[src/sv/yuyv2rgb_pkg.sv]
// ----------------------------------------------------------------------------
// yuyv2rgb_pkg
// Shared types, register codes and arithmetic helpers for the YUYV to RGB
// pixel converter.
// ----------------------------------------------------------------------------
package yuyv2rgb_pkg;

  localparam int COEF_W  = 10;
  localparam int BYTE_W  = 8;
  localparam int TERM_W  = 20;
  localparam int SUM_W   = 21;
  localparam int ADDR_W  = 4;
  localparam int DATA_W  = 32;

  localparam logic [1:0] REG_COEF_V_RED   = 2'd0;
  localparam logic [1:0] REG_COEF_U_GREEN = 2'd1;
  localparam logic [1:0] REG_COEF_V_GREEN = 2'd2;
  localparam logic [1:0] REG_COEF_U_BLUE  = 2'd3;

  localparam logic [COEF_W-1:0] RST_COEF_V_RED   = 10'd359;
  localparam logic [COEF_W-1:0] RST_COEF_U_GREEN = 10'd88;
  localparam logic [COEF_W-1:0] RST_COEF_V_GREEN = 10'd183;
  localparam logic [COEF_W-1:0] RST_COEF_U_BLUE  = 10'd454;

  localparam logic [BYTE_W-1:0] BYTE_MAX = 8'd255;

  typedef struct packed {
    logic [BYTE_W-1:0] luma_first;
    logic [BYTE_W-1:0] chroma_u;
    logic [BYTE_W-1:0] luma_second;
    logic [BYTE_W-1:0] chroma_v;
  } pix_in_t;

  typedef struct packed {
    logic [BYTE_W-1:0] first_px_chan0;
    logic [BYTE_W-1:0] first_px_green;
    logic [BYTE_W-1:0] first_px_chan2;
    logic [BYTE_W-1:0] second_px_chan0;
    logic [BYTE_W-1:0] second_px_green;
    logic [BYTE_W-1:0] second_px_chan2;
  } pix_out_t;

  typedef struct packed {
    logic [COEF_W-1:0] coef_v_red;
    logic [COEF_W-1:0] coef_u_green;
    logic [COEF_W-1:0] coef_v_green;
    logic [COEF_W-1:0] coef_u_blue;
  } coef_set_t;

  // offset binary to two's complement: value minus 128
  function automatic logic signed [BYTE_W:0] centre_chroma(input logic [BYTE_W-1:0] c);
    centre_chroma = $signed({~c[BYTE_W-1], ~c[BYTE_W-1], c[BYTE_W-2:0]});
  endfunction

  function automatic logic signed [TERM_W-1:0] chroma_term(
    input logic [COEF_W-1:0]        coef,
    input logic signed [BYTE_W:0]   c
  );
    logic signed [COEF_W:0] coef_s;
    coef_s      = $signed({1'b0, coef});
    chroma_term = coef_s * c;
  endfunction

  function automatic logic signed [SUM_W-1:0] luma_scaled(input logic [BYTE_W-1:0] y);
    luma_scaled = $signed({{(SUM_W-BYTE_W-8){1'b0}}, y, 8'd0});
  endfunction

  // floor divide by 256, clamp to byte range
  function automatic logic [BYTE_W-1:0] clamp_channel(input logic signed [SUM_W-1:0] s);
    if (s[SUM_W-1]) begin
      clamp_channel = '0;
    end else if (s[SUM_W-2:16] != '0) begin
      clamp_channel = BYTE_MAX;
    end else begin
      clamp_channel = s[15:8];
    end
  endfunction

endpackage

[src/sv/yuyv2rgb_cfg_regs.sv]
// ----------------------------------------------------------------------------
// yuyv2rgb_cfg_regs
// APB-style register file holding the four conversion gains.
// ----------------------------------------------------------------------------
module yuyv2rgb_cfg_regs (
  input  logic                                clk,
  input  logic                                rst_n,
  input  logic                                psel,
  input  logic                                penable,
  input  logic                                pwrite,
  input  logic [yuyv2rgb_pkg::ADDR_W-1:0]     paddr,
  input  logic [yuyv2rgb_pkg::DATA_W-1:0]     pwdata,
  output logic [yuyv2rgb_pkg::DATA_W-1:0]     prdata,
  output logic                                pready,
  output yuyv2rgb_pkg::coef_set_t             coefs
);
  import yuyv2rgb_pkg::*;

  coef_set_t   coefs_r;
  coef_set_t   coefs_nxt;
  logic        wr_en;
  logic [1:0]  reg_sel;
  logic [COEF_W-1:0] rd_val;

  assign pready  = 1'b1;
  assign wr_en   = psel & penable & pwrite;
  assign reg_sel = paddr[3:2];

  always_comb begin
    coefs_nxt = coefs_r;
    if (wr_en) begin
      unique case (reg_sel)
        REG_COEF_V_RED:   coefs_nxt.coef_v_red   = pwdata[COEF_W-1:0];
        REG_COEF_U_GREEN: coefs_nxt.coef_u_green = pwdata[COEF_W-1:0];
        REG_COEF_V_GREEN: coefs_nxt.coef_v_green = pwdata[COEF_W-1:0];
        REG_COEF_U_BLUE:  coefs_nxt.coef_u_blue  = pwdata[COEF_W-1:0];
        default:          coefs_nxt = coefs_r;
      endcase
    end
  end

  always_ff @(posedge clk) begin
    if (!rst_n) begin
      coefs_r.coef_v_red   <= RST_COEF_V_RED;
      coefs_r.coef_u_green <= RST_COEF_U_GREEN;
      coefs_r.coef_v_green <= RST_COEF_V_GREEN;
      coefs_r.coef_u_blue  <= RST_COEF_U_BLUE;
    end else begin
      coefs_r <= coefs_nxt;
    end
  end

  always_comb begin
    unique case (reg_sel)
      REG_COEF_V_RED:   rd_val = coefs_r.coef_v_red;
      REG_COEF_U_GREEN: rd_val = coefs_r.coef_u_green;
      REG_COEF_V_GREEN: rd_val = coefs_r.coef_v_green;
      REG_COEF_U_BLUE:  rd_val = coefs_r.coef_u_blue;
      default:          rd_val = '0;
    endcase
  end

  assign prdata = {{(DATA_W-COEF_W){1'b0}}, rd_val};
  assign coefs  = coefs_r;

endmodule

[src/sv/yuyv2rgb_datapath.sv]
// ----------------------------------------------------------------------------
// yuyv2rgb_datapath
// Input register, chroma gain products, channel sums with clamp, and the
// result register.
// ----------------------------------------------------------------------------
module yuyv2rgb_datapath (
  input  logic                      clk,
  input  logic                      rst_n,
  input  logic                      in_take,
  input  yuyv2rgb_pkg::pix_in_t     in_data,
  input  yuyv2rgb_pkg::coef_set_t   coefs,
  output logic                      out_valid,
  output yuyv2rgb_pkg::pix_out_t    out_data
);
  import yuyv2rgb_pkg::*;

  logic      in_vld_r;
  pix_in_t   in_r;
  logic      out_vld_r;
  pix_out_t  out_r;
  pix_out_t  out_nxt;

  logic signed [BYTE_W:0]   cu;
  logic signed [BYTE_W:0]   cv;
  logic signed [TERM_W-1:0] t_vr;
  logic signed [TERM_W-1:0] t_ug;
  logic signed [TERM_W-1:0] t_vg;
  logic signed [TERM_W-1:0] t_ub;
  logic signed [SUM_W-1:0]  y0;
  logic signed [SUM_W-1:0]  y1;
  logic signed [SUM_W-1:0]  g_term;

  always_ff @(posedge clk) begin
    if (!rst_n) begin
      in_vld_r <= 1'b0;
    end else begin
      in_vld_r <= in_take;
    end
  end

  always_ff @(posedge clk) begin
    if (in_take) begin
      in_r <= in_data;
    end
  end

  always_comb begin
    cu     = centre_chroma(in_r.chroma_u);
    cv     = centre_chroma(in_r.chroma_v);
    t_vr   = chroma_term(coefs.coef_v_red,   cv);
    t_ug   = chroma_term(coefs.coef_u_green, cu);
    t_vg   = chroma_term(coefs.coef_v_green, cv);
    t_ub   = chroma_term(coefs.coef_u_blue,  cu);
    y0     = luma_scaled(in_r.luma_first);
    y1     = luma_scaled(in_r.luma_second);
    g_term = SUM_W'(t_ug) + SUM_W'(t_vg);

    out_nxt.first_px_chan0  = clamp_channel(y0 + SUM_W'(t_vr));
    out_nxt.first_px_green  = clamp_channel(y0 - g_term);
    out_nxt.first_px_chan2  = clamp_channel(y0 + SUM_W'(t_ub));
    out_nxt.second_px_chan0 = clamp_channel(y1 + SUM_W'(t_vr));
    out_nxt.second_px_green = clamp_channel(y1 - g_term);
    out_nxt.second_px_chan2 = clamp_channel(y1 + SUM_W'(t_ub));
  end

  always_ff @(posedge clk) begin
    if (!rst_n) begin
      out_vld_r <= 1'b0;
    end else begin
      out_vld_r <= in_vld_r;
    end
  end

  always_ff @(posedge clk) begin
    if (in_vld_r) begin
      out_r <= out_nxt;
    end
  end

  assign out_valid = out_vld_r;
  assign out_data  = out_r;

endmodule

[src/sv/yuyv_to_rgb_pixel_convert_core.sv]
// ----------------------------------------------------------------------------
// yuyv_to_rgb_pixel_convert_core
// YUYV macropixel to two 24-bit pixels with programmable chroma gains.
//
// Usage:
//   Drive one macropixel on in_data and raise start; the transfer is taken at
//   that clock edge, since busy is always low. A new macropixel may follow
//   in every cycle, so throughput is one macropixel per clock.
//   The two converted pixels appear on out_data with out_valid high for one
//   cycle, after passing through the input register and then the result
//   register, with the gain products and clamp between them. The receiver
//   cannot stall; each result must be taken in its strobe cycle.
//   The four gains are written over the APB-style port at byte addresses
//   0, 4, 8 and 12 and read back on prdata. Write them only while no
//   conversion is in flight.
//   Reset (rst_n low, synchronous) drops any conversion in flight and
//   restores the default gains 359, 88, 183 and 454.
// ----------------------------------------------------------------------------
module yuyv_to_rgb_pixel_convert_core (
  input  logic                                clk,
  input  logic                                rst_n,
  input  logic                                start,
  output logic                                busy,
  input  yuyv2rgb_pkg::pix_in_t               in_data,
  output logic                                out_valid,
  output yuyv2rgb_pkg::pix_out_t              out_data,
  input  logic                                psel,
  input  logic                                penable,
  input  logic                                pwrite,
  input  logic [yuyv2rgb_pkg::ADDR_W-1:0]     paddr,
  input  logic [yuyv2rgb_pkg::DATA_W-1:0]     pwdata,
  output logic [yuyv2rgb_pkg::DATA_W-1:0]     prdata,
  output logic                                pready
);
  import yuyv2rgb_pkg::*;

  coef_set_t coefs;
  logic      in_take;

  assign busy    = 1'b0;
  assign in_take = start & ~busy;

  yuyv2rgb_cfg_regs u_cfg_regs (
    .clk     (clk),
    .rst_n   (rst_n),
    .psel    (psel),
    .penable (penable),
    .pwrite  (pwrite),
    .paddr   (paddr),
    .pwdata  (pwdata),
    .prdata  (prdata),
    .pready  (pready),
    .coefs   (coefs)
  );

  yuyv2rgb_datapath u_datapath (
    .clk       (clk),
    .rst_n     (rst_n),
    .in_take   (in_take),
    .in_data   (in_data),
    .coefs     (coefs),
    .out_valid (out_valid),
    .out_data  (out_data)
  );

endmodule

[config.mk]
export PLATFORM = sky130hd
export DESIGN_NAME = yuyv_to_rgb_pixel_convert_core
export DESIGN_NICKNAME = d
export VERILOG_FILES = /design/src/sv/yuyv2rgb_pkg.sv /design/src/sv/yuyv2rgb_cfg_regs.sv /design/src/sv/yuyv2rgb_datapath.sv /design/src/sv/yuyv_to_rgb_pixel_convert_core.sv
export SDC_FILE = /design/constraint.sdc
export NUM_CORES = 1
export LEC_CHECK = 0
export ABC_AREA = 1
export ABC_CLOCK_PERIOD_IN_PS = 6400
export BUFFER_PORTS_ARGS = -buffer_cell sky130_fd_sc_hd__buf_2
export CORE_AREA = 2 2 212 214
export CTS_CLUSTER_DIAMETER = 60
export CTS_CLUSTER_SIZE = 20
export DETAILED_ROUTE_END_ITERATION = 8
export DIE_AREA = 0 0 214 216
export MAX_ROUTING_LAYER = met4
export SETUP_SLACK_MARGIN = 0.4
export SYNTH_ARGS = -nofsm -noshare
export SYNTH_HDL_FRONTEND = slang
export SYNTH_SLANG_ARGS = --single-unit
[constraint.sdc]
create_clock -name clk -period 6.4 [get_ports clk]
set_input_delay 0.64 -clock clk [delete_from_list [all_inputs] [get_ports clk]]
set_output_delay 0.64 -clock clk [all_outputs]
set_load 0.01 [all_outputs]
==> results of run 1 <==
==> cell usage in the layout, fill, tap and decap left out, types with 24 or more instances in the layout <==
master	count
inv_2	32
ha_4	35
inv_1	569
a21oi_1	39
nand2_1	521
nand2_2	62
buf_4	242
buf_6	30
fa_1	219
nand4_1	25
buf_2	108
dfxtp_1	35
edfxtp_1	80
nand3_2	47
xor2_1	35
ha_1	167
o21ai_0	37
conb_1	24
nand3_1	61
nor2_1	87
==> logic make-up after synthesis <==
group | after synthesis
and+or+nand+nor | 873
xor gates and xnor gates | 70
other | 2
DFF | 122
AOI/OAI and AO/OA | 208
adders and majority gates | 433
buffers and inverters | 706
==> state kept, by name (all words and copies together), names as in the netlist <==
| signal | count |
|---|---|
| u_datapath.out_data | 48 |
| u_datapath.out_valid | 1 |
| u_datapath.in_vld_r | 1 |
| u_cfg_regs.coefs | 40 |
| u_datapath.cu | 7 |
| u_datapath.in_r | 18 |
| u_datapath.cv | 7 |
==> per-layer routing <==
layer,vias up,wire (um)
li1,7973,-
met1,7681,23070
met2,367,25090
met3,98,2342
met4,0,2117
met5,-,0
==> worst paths after layout <==
kind,start,endpoint,slack [ns],cells after the start
setup / recovery,u_datapath.in_r[7]$_DFFE_PP_,u_datapath.out_data[12]$_SDFFCE_PP0P_,-0.13,30
hold / removal,in_data[0],u_datapath.cv[0]$_DFFE_PP_,0.33,1
hold reg to reg,u_cfg_regs.coefs[21]$_SDFFE_PN0P_,u_cfg_regs.coefs[21]$_SDFFE_PN0P_,0.58,2
setup reg to reg,u_datapath.in_r[7]$_DFFE_PP_,u_datapath.out_data[12]$_SDFFCE_PP0P_,-0.13,30
==> what timing repair did <==
item | in CTS | in global routing
buffers inserted | 50 | 38
resized for setup | 139 | 197
cloned | 0 | 1
setup endpoints to repair | 48 | 48
pin swaps | 86 | 110
==> worst reg2reg max path, delay by kind of cell, from the launching register on <==
kind                       cells  cell delay [ns]
and+or+nand+nor               15             1.57
buffers and inverters          6             0.55
DFF                            1             0.47
xor gates and xnor gates       1             0.10
adders and majority gates      8             3.62
==> stage by stage <==
step	setup WS (ns)	area [um2]	utilization	setup TNS (ns)	hold slack, ns
3_3_place_gp	-0.2332	21290	0.4857	-4.399	0.5518
4_1_cts	-0.1569	22950	0.5236	-2.695	0.2932
6_report	-0.1344	24260	0.5535	-1.926	0.3298
3_5_place_dp	-0.2974	21290	0.4857	-6.915	0.5571
5_1_grt	-0.4090	24260	0.5535	-7.787	0.3123
2_1_floorplan	-0.005973	19000	-	-0.04779	0.5212
==> cell type report <==
class | instances | area [um2]
Timing Repair Buffer | 392 | 2930
Clock buffer | 18 | 429.2
Tap cell | 592 | 740.7
Inverter | 606 | 2281
Fill cell | 4059 | 19570
Multi-Input combinational cell | 1608 | 14460
Clock inverter | 14 | 170.2
Sequential cell | 122 | 3254
==> out/qor.csv, run 1 <==
stage;metric;value;unit
grt;use_met2;0.3826;
synth;yosys-mux-area-fraction;0;
worst_setup_path;path_class;flop to flop;
grt;grt_use_total;0.2377;
synth;synthSimpleGateAreaFrac;0.2020;
cts;cts-root-buf;clkbuf_16;
grt;grt_start_max_net_pins;50;
cts;htreeDepth;4;
drt;ant_nets;0;
die;chipWidth;214;um
synth;yosys-top-cells-area;fa_1, ha_1, edfxtp_1;
cts;clock_latency;0.48;ns
synth;syn-instance-count;2414;
synth;async_reset_ff_frac;0;
cts;numCtsBuffers;17;
worst_setup_path;critical_path.slowest_cell;fa_1;
timing;slew_viol_final;0;
synth;synth_top_area_cell;fa_1;
cts;clk_pin_slew;0.07;ns
die;fp.coreArea;43840;um2
drt;drc;0;
hold_path;holdCritPathClass;input port to flop;
placement;gp_congestion;0.9372;
cts;hold_buffers;0;
worst_setup_path;critical_path_arrival;6.76;ns
worst_setup_path;start_kind;flop;
worst_setup_path;path_common_cell;fa_1;
grt;antenna_found_initial;0;
cells_and_area;drive_gt1_frac;0.2757;
timing;tightest_slew;1.067;ns
timing;period_needed;6.534;ns
cells_and_area;antenna_cells;0;
die;die_y;216;um
timing;hold_viol_final;0;
worst_setup_path;cpPeakStageDelay;0.61;ns
worst_setup_path;path_delay_family;adder cells;
drt;via_per_inst;4.809;
drt;initialDrtViolationCount;911;
timing;timing.fmax;0.1530;GHz
cells_and_area;stdcell_count;3352;
timing;fin_crit_sh;1.021;
timing;slew_headroom;0.2889;
placement;placed_cells;3231;
cells_and_area;areaGrowthSynthToFinish;29.30;%
placement;dp_hpwl;42.25;mm
synth;yosysSeqAreaShare;0.1728;
cells_and_area;nNetsFinal;3254;
synth;yosysUniqueCellTypes;51;
grt;grtUsageMet1;0.2964;
synth;synth_common_cells;inv_1, nand2_1, fa_1;
synth;ys_dominant_reg_cell;edfxtp_1;
grt;grt-busiest-layer;met2;
cts;clock-sinks;122;
flow_run;cap_violations;0;
synth;synth_top_family_by_area;adder cells;
status;violations;negative setup slack;
die;io_pins;157;
synth;synth-compound-area-share;0.06667;
timing;final-setup-viol-count;16;
worst_setup_path;path_max_fanout;8;
die;start_util;0.4281;
die;die_area;46220;um2
drt;vias;16120;
synth;synth-xor-area-share;0.03267;
synth;avgSynthCellArea;7.774;um2
worst_setup_path;worst_ep_required_time;6.63;ns
synth;syn_area;18770;um2
timing;worst_slack;-0.1344;ns
timing;clock_skew;0.01476;ns
synth;ys_warn_count;0;
grt;grt_overflow;0;
timing;rsz0062_at_grt;yes;
die;rows;77;
placement;port_buffers;108;
worst_setup_path;endpoint_kind;flop;
grt;grt_pass1_wl;83.82;mm
drt;wire_per_inst;15.70;um
cts;cts.path.max_buffers;2;
drt;routed_wl;52.62;mm
grt;use_met3;0.03665;
synth;netlist.area_leader.share;0.2411;
drt;first_pass_iters;6;
synth;synth_most_common_cell;inv_1;
synth;synthAdderAreaFrac;0.3791;
worst_setup_path;worst-path-buf-inv;6;
synth;synth_seq_cells;122;
status;run_status;finished with violations;
grt;grt_pass1_vias;16400;
cts;cts_tree;built;
synth;synth_edf_count;80;
Power of run 1 is not shown: default switching activity piles up to over one toggle a cycle in this logic, so the estimate is an artifact.
==> inputs of run 2 (changes only) <==
--- a/config.mk
+++ b/config.mk
@@ -9,6 +9,7 @@
 export ABC_CLOCK_PERIOD_IN_PS = 6400
 export BUFFER_PORTS_ARGS = -buffer_cell sky130_fd_sc_hd__buf_2
 export CORE_AREA = 2 2 212 214
+export CTS_BUF_LIST = sky130_fd_sc_hd__clkbuf_2
 export CTS_CLUSTER_DIAMETER = 60
 export CTS_CLUSTER_SIZE = 20
 export DETAILED_ROUTE_END_ITERATION = 8
==> run 2 against run 1 <==
Against the previous run: the run still ends with negative setup slack left; clock skew is 0.064 ns higher; sequential cell count stayed put; register-to-register slack got worse by 0.14 ns; largest cell class unchanged; worst hold slack lost 0.095 ns; sequential share of layout area rose by 0.080 points; die area unchanged; non-clock buffer count rose by 30; critical path depth rose by 2.
==> out/qor.csv, run 2 (synthesized netlist as in run 1, its figures left out) <==
stage;metric;value;unit;change
status;run_status;finished with violations;;
status;violations;negative setup slack;;
timing;slew_viol_final;0;;unchanged
worst_setup_path;start_kind;flop;;
die;rows;77;;unchanged
flow_run;cap_violations;0;;unchanged
cts;htreeDepth;4;;unchanged
drt;first_pass_iters;5;;-1
cts;numCtsBuffers;17;;unchanged
worst_setup_path;path_class;flop to flop;;
placement;pre_cts_slack;-0.2974;ns;unchanged
drt;wire_per_inst;15.50;um;-1.2%
die;start_util;0.4281;;unchanged
cts;clk_pin_slew;0.26;ns;+0.19 ns
die;io_pins;157;;unchanged
drt;vias;16220;;+0.64%
grt;antenna_found_initial;2;;+2
placement;gp_congestion;0.9372;;unchanged
worst_setup_path;path_max_fanout;8;;unchanged
timing;slew_headroom;0.2889;;about the same
worst_setup_path;critical_path_arrival;7.38;ns;+0.62 ns
cells_and_area;final_cell_mix;inv_1, nand2_1, buf_4, fa_1, ha_1;;
die;die_area;46220;um2;unchanged
timing;fin_crit_sh;1.043;;+0.02226
cts;cts_tree;built;;
drt;routed_wl;52.48;mm;-0.27%
cts;clock-sinks;122;;unchanged
cts;clock_latency;0.99;ns;+0.51 ns
worst_setup_path;worst_ep_required_time;7.11;ns;+0.48 ns
timing;clock_skew;0.07826;ns;+0.06350 ns
timing;rsz0062_at_grt;yes;;
worst_setup_path;endpoint_kind;flop;;
hold_path;holdCritPathClass;input port to flop;;
cells_and_area;final_common_cell;inv_1;;
cts;cts-root-buf;clkbuf_2;;
drt;initialDrtViolationCount;861;;-5.5%
grt;grt_pass1_vias;16550;;+0.87%
timing;hold_viol_final;0;;unchanged
placement;port_buffers;108;;unchanged
cells_and_area;largest_reg_flops;48;;unchanged
timing;whs;0.2351;ns;-0.09467 ns
cells_and_area;final_core_utilization;0.5501;;-0.003482
hold_path;hold_path_depth;2;;+1
timing;worst_slack;-0.2769;ns;-0.1425 ns
die;chipWidth;214;um;unchanged
cts;cts.path.max_buffers;2;;unchanged
grt;grt_start_max_net_pins;50;;unchanged
grt;grt_overflow;0;;unchanged
cells_and_area;drive_gt1_frac;0.2634;;-0.01228
cells_and_area;nNetsFinal;3284;;+0.92%
worst_setup_path;rr_worst_depth;32;;+6.7%
placement;dp_hpwl;42.25;mm;unchanged
grt;grt_use_total;0.2394;;+0.001749
timing;tightest_slew;1.067;ns;-0.00007373 ns
die;fp.coreArea;43840;um2;unchanged
die;die_y;216;um;unchanged
worst_setup_path;critical_path.slowest_cell;edfxtp_1;;
worst_setup_path;cpPeakStageDelay;0.57;ns;-0.04 ns
cells_and_area;areaGrowthSynthToFinish;28.48;%;
timing;timing.fmax;0.1498;GHz;-2.1%
drt;drc;0;;unchanged
grt;grt_pass1_wl;84.48;mm;+0.79%
drt;ant_nets;0;;unchanged
drt;via_per_inst;4.792;;-0.34%
timing;final-setup-viol-count;16;;unchanged
timing;period_needed;6.677;ns;+0.1425 ns
## run 2: cell count changes in the layout (fill, tap and decap cells not counted), sizes merged
cell / delta
clkbuf: -1
clkinvlp: -1
dlygate4sd3: +42
inv: +1
buf: -11
diode: +3
## run 2: timing repair
| item | in CTS | in global routing |
|---|---|---|
| setup endpoints to repair | 48 | 48 |
| gates cloned | 0 | 0 |
| hold buffers | 42 | 0 |
| setup buffers | 51 | 26 |
| hold endpoints to repair | 72 | 0 |
| pin swaps | 86 | 82 |
| gates resized for setup | 133 | 178 |
## run 2: worst paths after layout
check | start | end | slack, ns
setup / recovery | u_datapath.in_r[23]$_DFFE_PP_ | u_datapath.out_data[12]$_SDFFCE_PP0P_ | -0.28
hold / removal | rst_n | u_cfg_regs.coefs[26]$_SDFFE_PN1P_ | 0.24
setup reg to reg | u_datapath.in_r[23]$_DFFE_PP_ | u_datapath.out_data[12]$_SDFFCE_PP0P_ | -0.28
hold reg to reg | u_cfg_regs.coefs[21]$_SDFFE_PN0P_ | u_cfg_regs.coefs[21]$_SDFFE_PN0P_ | 0.61
## run 2: routing by layer
metal | vias to the layer above | part of all wire | track usage
met5 | - | 0 | -
met4 | 0 | 0.037 | 0.09790
met3 | 91 | 0.042 | 0.03580
met2 | 350 | 0.48 | 0.3911
met1 | 7748 | 0.44 | 0.2979
li1 | 8033 | - | -
## run 2: through the flow
stage	std cells	setup TNS [ns]	area (um2)
after detailed placement	3231	-6.915	21290
after global placement	3231	-4.399	21290
final	3385	-3.689	24110
after global routing	3385	-9.657	24110
after CTS	3356	-4.554	23030
after floorplan	2436	-0.04779	19000
## run 2: final cells by class
class                           instances  area (um2)
Tap cell                              592       740.7
Fill cell                            4081       19720
Clock buffer                           18       90.09
Sequential cell                       122        3253
Timing Repair Buffer                  422        3204
Inverter                              606        2277
Clock inverter                         14       170.2
Multi-Input combinational cell       1608       14370
Antenna cell                            3       7.507
## run 2: critical path: cells and delay by family (launching register included)
kind / cells / cell delay (ns)
buffers and inverters: 7 / 0.32
xor gates and xnor gates: 1 / 0.16
adders and majority gates: 8 / 3.61
and+or+nand+nor: 16 / 1.75
DFF: 1 / 0.57
Power of run 2 is left out for the same reason.
==> inputs of run 3 (changes only) <==
--- a/config.mk
+++ b/config.mk
@@ -8,13 +8,14 @@
 export ABC_AREA = 1
 export ABC_CLOCK_PERIOD_IN_PS = 6400
 export BUFFER_PORTS_ARGS = -buffer_cell sky130_fd_sc_hd__buf_2
-export CORE_AREA = 2 2 212 214
+export CORE_AREA = 2 2 192 194
 export CTS_BUF_LIST = sky130_fd_sc_hd__clkbuf_2
 export CTS_CLUSTER_DIAMETER = 60
 export CTS_CLUSTER_SIZE = 20
 export DETAILED_ROUTE_END_ITERATION = 8
-export DIE_AREA = 0 0 214 216
+export DIE_AREA = 0 0 194 196
 export MAX_ROUTING_LAYER = met4
+export PLACE_DENSITY = 0.74
 export SETUP_SLACK_MARGIN = 0.4
 export SYNTH_ARGS = -nofsm -noshare
 export SYNTH_HDL_FRONTEND = slang
==> run 3 against run 2 <==
Against the previous run: final cell count down 4.8%; critical endpoint is now u_datapath.out_data[11]$_SDFFCE_PP0P_; the run still ends with negative setup slack left; clock-buffer cell count up 2; via count is 3.2% higher; global-route usage increased by 4.7 points; setup slack worse by 0.12 ns.
==> out/qor.csv, run 3 (synthesized netlist as in run 1, its figures left out) <==
stage;metric;value;unit;change
timing;hold_viol_final;0;;unchanged
timing;slew_headroom;0.2616;;-0.02726
grt;use_met2;0.4791;;+0.08798
cells_and_area;final_area;23770;um2;-1.4%
cts;clock_latency;0.88;ns;-0.11 ns
worst_setup_path;timing.rr.start;u_datapath.in_r[23]$_DFFE_PP_;;
timing;timing.fmax;0.1471;GHz;-1.8%
drt;ant_nets;0;;unchanged
flow_run;cap_violations;0;;unchanged
timing;whs;0.06982;ns;-0.1653 ns
grt;grtUsageMet1;0.3496;;+0.05172
drt;drc;0;;unchanged
timing;slew_viol_final;0;;unchanged
worst_setup_path;critical_path.slowest_cell;fa_2;;
cells_and_area;nNetsFinal;3249;;-1.1%
cts;cts-root-buf;clkbuf_2;;
grt;grt_use_total;0.2864;;+0.04700
grt;grt_overflow;0;;unchanged
worst_setup_path;critPathLaunch;u_datapath.in_r[23]$_DFFE_PP_;;
grt;grt_start_max_net_pins;50;;unchanged
worst_setup_path;worst_ep_required_time;6.99;ns;-0.12 ns
cells_and_area;areaGrowthSynthToFinish;26.68;%;
drt;routed_wl;53.14;mm;+1.3%
drt;initialDrtViolationCount;1126;;+31%
timing;clock_skew;0.09010;ns;+0.01184 ns
cts;numCtsBuffers;17;;unchanged
placement;port_buffers;108;;unchanged
drt;wire_per_inst;16.48;um;+6.3%
cells_and_area;final_common_cell;inv_1;;
worst_setup_path;cpPeakStageDelay;0.59;ns;+0.02 ns
placement;placed_area;20940;um2;-1.6%
grt;use_met3;0.04418;;+0.008381
placement;gp_congestion;0.9655;;+3.0%
die;die_area;38020;um2;-18%
hold_path;holdCritPathClass;input port to flop;;
die;io_pins;157;;unchanged
worst_setup_path;critical_path_arrival;7.39;ns;about the same
placement;pre_cts_slack;-0.3485;ns;-0.05112 ns
grt;grt_pass1_vias;17070;;+3.2%
cts;clk_pin_slew;0.27;ns;about the same
status;run_status;finished with violations;;
cells_and_area;drive_gt1_frac;0.2617;;-0.001735
timing;rsz0062_at_grt;yes;;
die;die_y;196;um;-9.3%
cts;cts_tree;built;;
hold_path;hold_path_startpoint;pwdata[4];;
timing;period_needed;6.800;ns;+0.1234 ns
worst_setup_path;path_common_cell;nand2_2;;
grt;grt-busiest-layer;met2;;
cells_and_area;final_cell_mix;inv_1, nand2_1, fa_1, buf_4, ha_1;;
status;violations;negative setup slack;;
cells_and_area;nFillCells;2946;;-28%
cts;clock-sinks;122;;unchanged
drt;via_per_inst;5.192;;+8.3%
grt;antenna_found_initial;1;;-1
worst_setup_path;start_kind;flop;;
die;chipWidth;194;um;-9.3%
timing;fin_crit_sh;1.063;;+0.01927
worst_setup_path;path_max_fanout;8;;unchanged
timing;final-setup-viol-count;32;;+16
worst_setup_path;endpoint_kind;flop;;
placement;dp_hpwl;41.25;mm;-2.4%
timing;fin_setup_tns;-7.414;ns;-3.725 ns
drt;first_pass_iters;7;;+2
timing;tightest_slew;1.108;ns;+0.04089 ns
timing;worst_slack;-0.4003;ns;-0.1234 ns
grt;grt_pass1_wl;84.40;mm;about the same
cells_and_area;largest_reg_flops;48;;unchanged
worst_setup_path;path_class;flop to flop;;
die;rows;70;;-9.1%
drt;vias;16740;;+3.2%
cts;cts.path.max_buffers;2;;unchanged
die;start_util;0.5201;;+0.09196
cts;htreeDepth;4;;unchanged
die;fp.coreArea;36080;um2;-18%
## run 3: what timing repair did
item                       4_1_cts  5_1_grt
pin swaps                       78       97
cloned                           0        0
hold endpoints to repair        33        0
buffers inserted                40       37
resized for setup              129      202
setup endpoints to repair       48       48
hold buffers                    33        0
## run 3: final cells by class
type / count / area (um2) / share of cell area
well taps: 468 / 585.6 / 0.02463
diodes: 1 / 2.502 / 0.0001053
clock inverters: 12 / 131.4 / 0.005526
clock buffers: 20 / 100.1 / 0.004211
repair buffers: 387 / 2947 / 0.1239
inverters: 606 / 2287 / 0.09621
multi-input cells: 1608 / 14470 / 0.6088
flip-flops and latches: 122 / 3246 / 0.1365
## run 3: path summary, 6_finish.rpt
path	end	slack, ns	depth (start not counted)
setup / recovery	u_datapath.out_data[11]$_SDFFCE_PP0P_	-0.40	34
hold / removal	u_cfg_regs.coefs[24]$_SDFFE_PN1P_	0.07	3
setup reg to reg	u_datapath.out_data[11]$_SDFFCE_PP0P_	-0.40	34
hold reg to reg	u_cfg_regs.coefs[11]$_SDFFE_PN1P_	0.59	2
## run 3: routing by layer
layer / vias up / part of all wire / wire length [um]
met3: 119 / 0.059 / 3137
met5: - / 0 / 0
met2: 598 / 0.49 / 25990
met1: 8055 / 0.41 / 21920
met4: 0 / 0.039 / 2096
li1: 7966 / - / -
## run 3: critical path: cells and delay by family, from the launching register on
| kind | cells | cell delay, ns |
|---|---|---|
| compound gates | 1 | 0.19 |
| buf+inv | 7 | 0.46 |
| flops | 1 | 0.44 |
| xor+xnor | 1 | 0.25 |
| simple gates | 17 | 1.63 |
| fa+ha+maj | 8 | 3.56 |
## run 3: per-stage QoR
stage | instances | utilization
final | 3224 | 0.6588
after global placement | 3081 | 0.5803
after floorplan | 2436 | -
after CTS | 3186 | 0.6227
after detailed placement | 3081 | 0.5803
after global routing | 3224 | 0.6588
Power of run 3 is left out for the same reason.
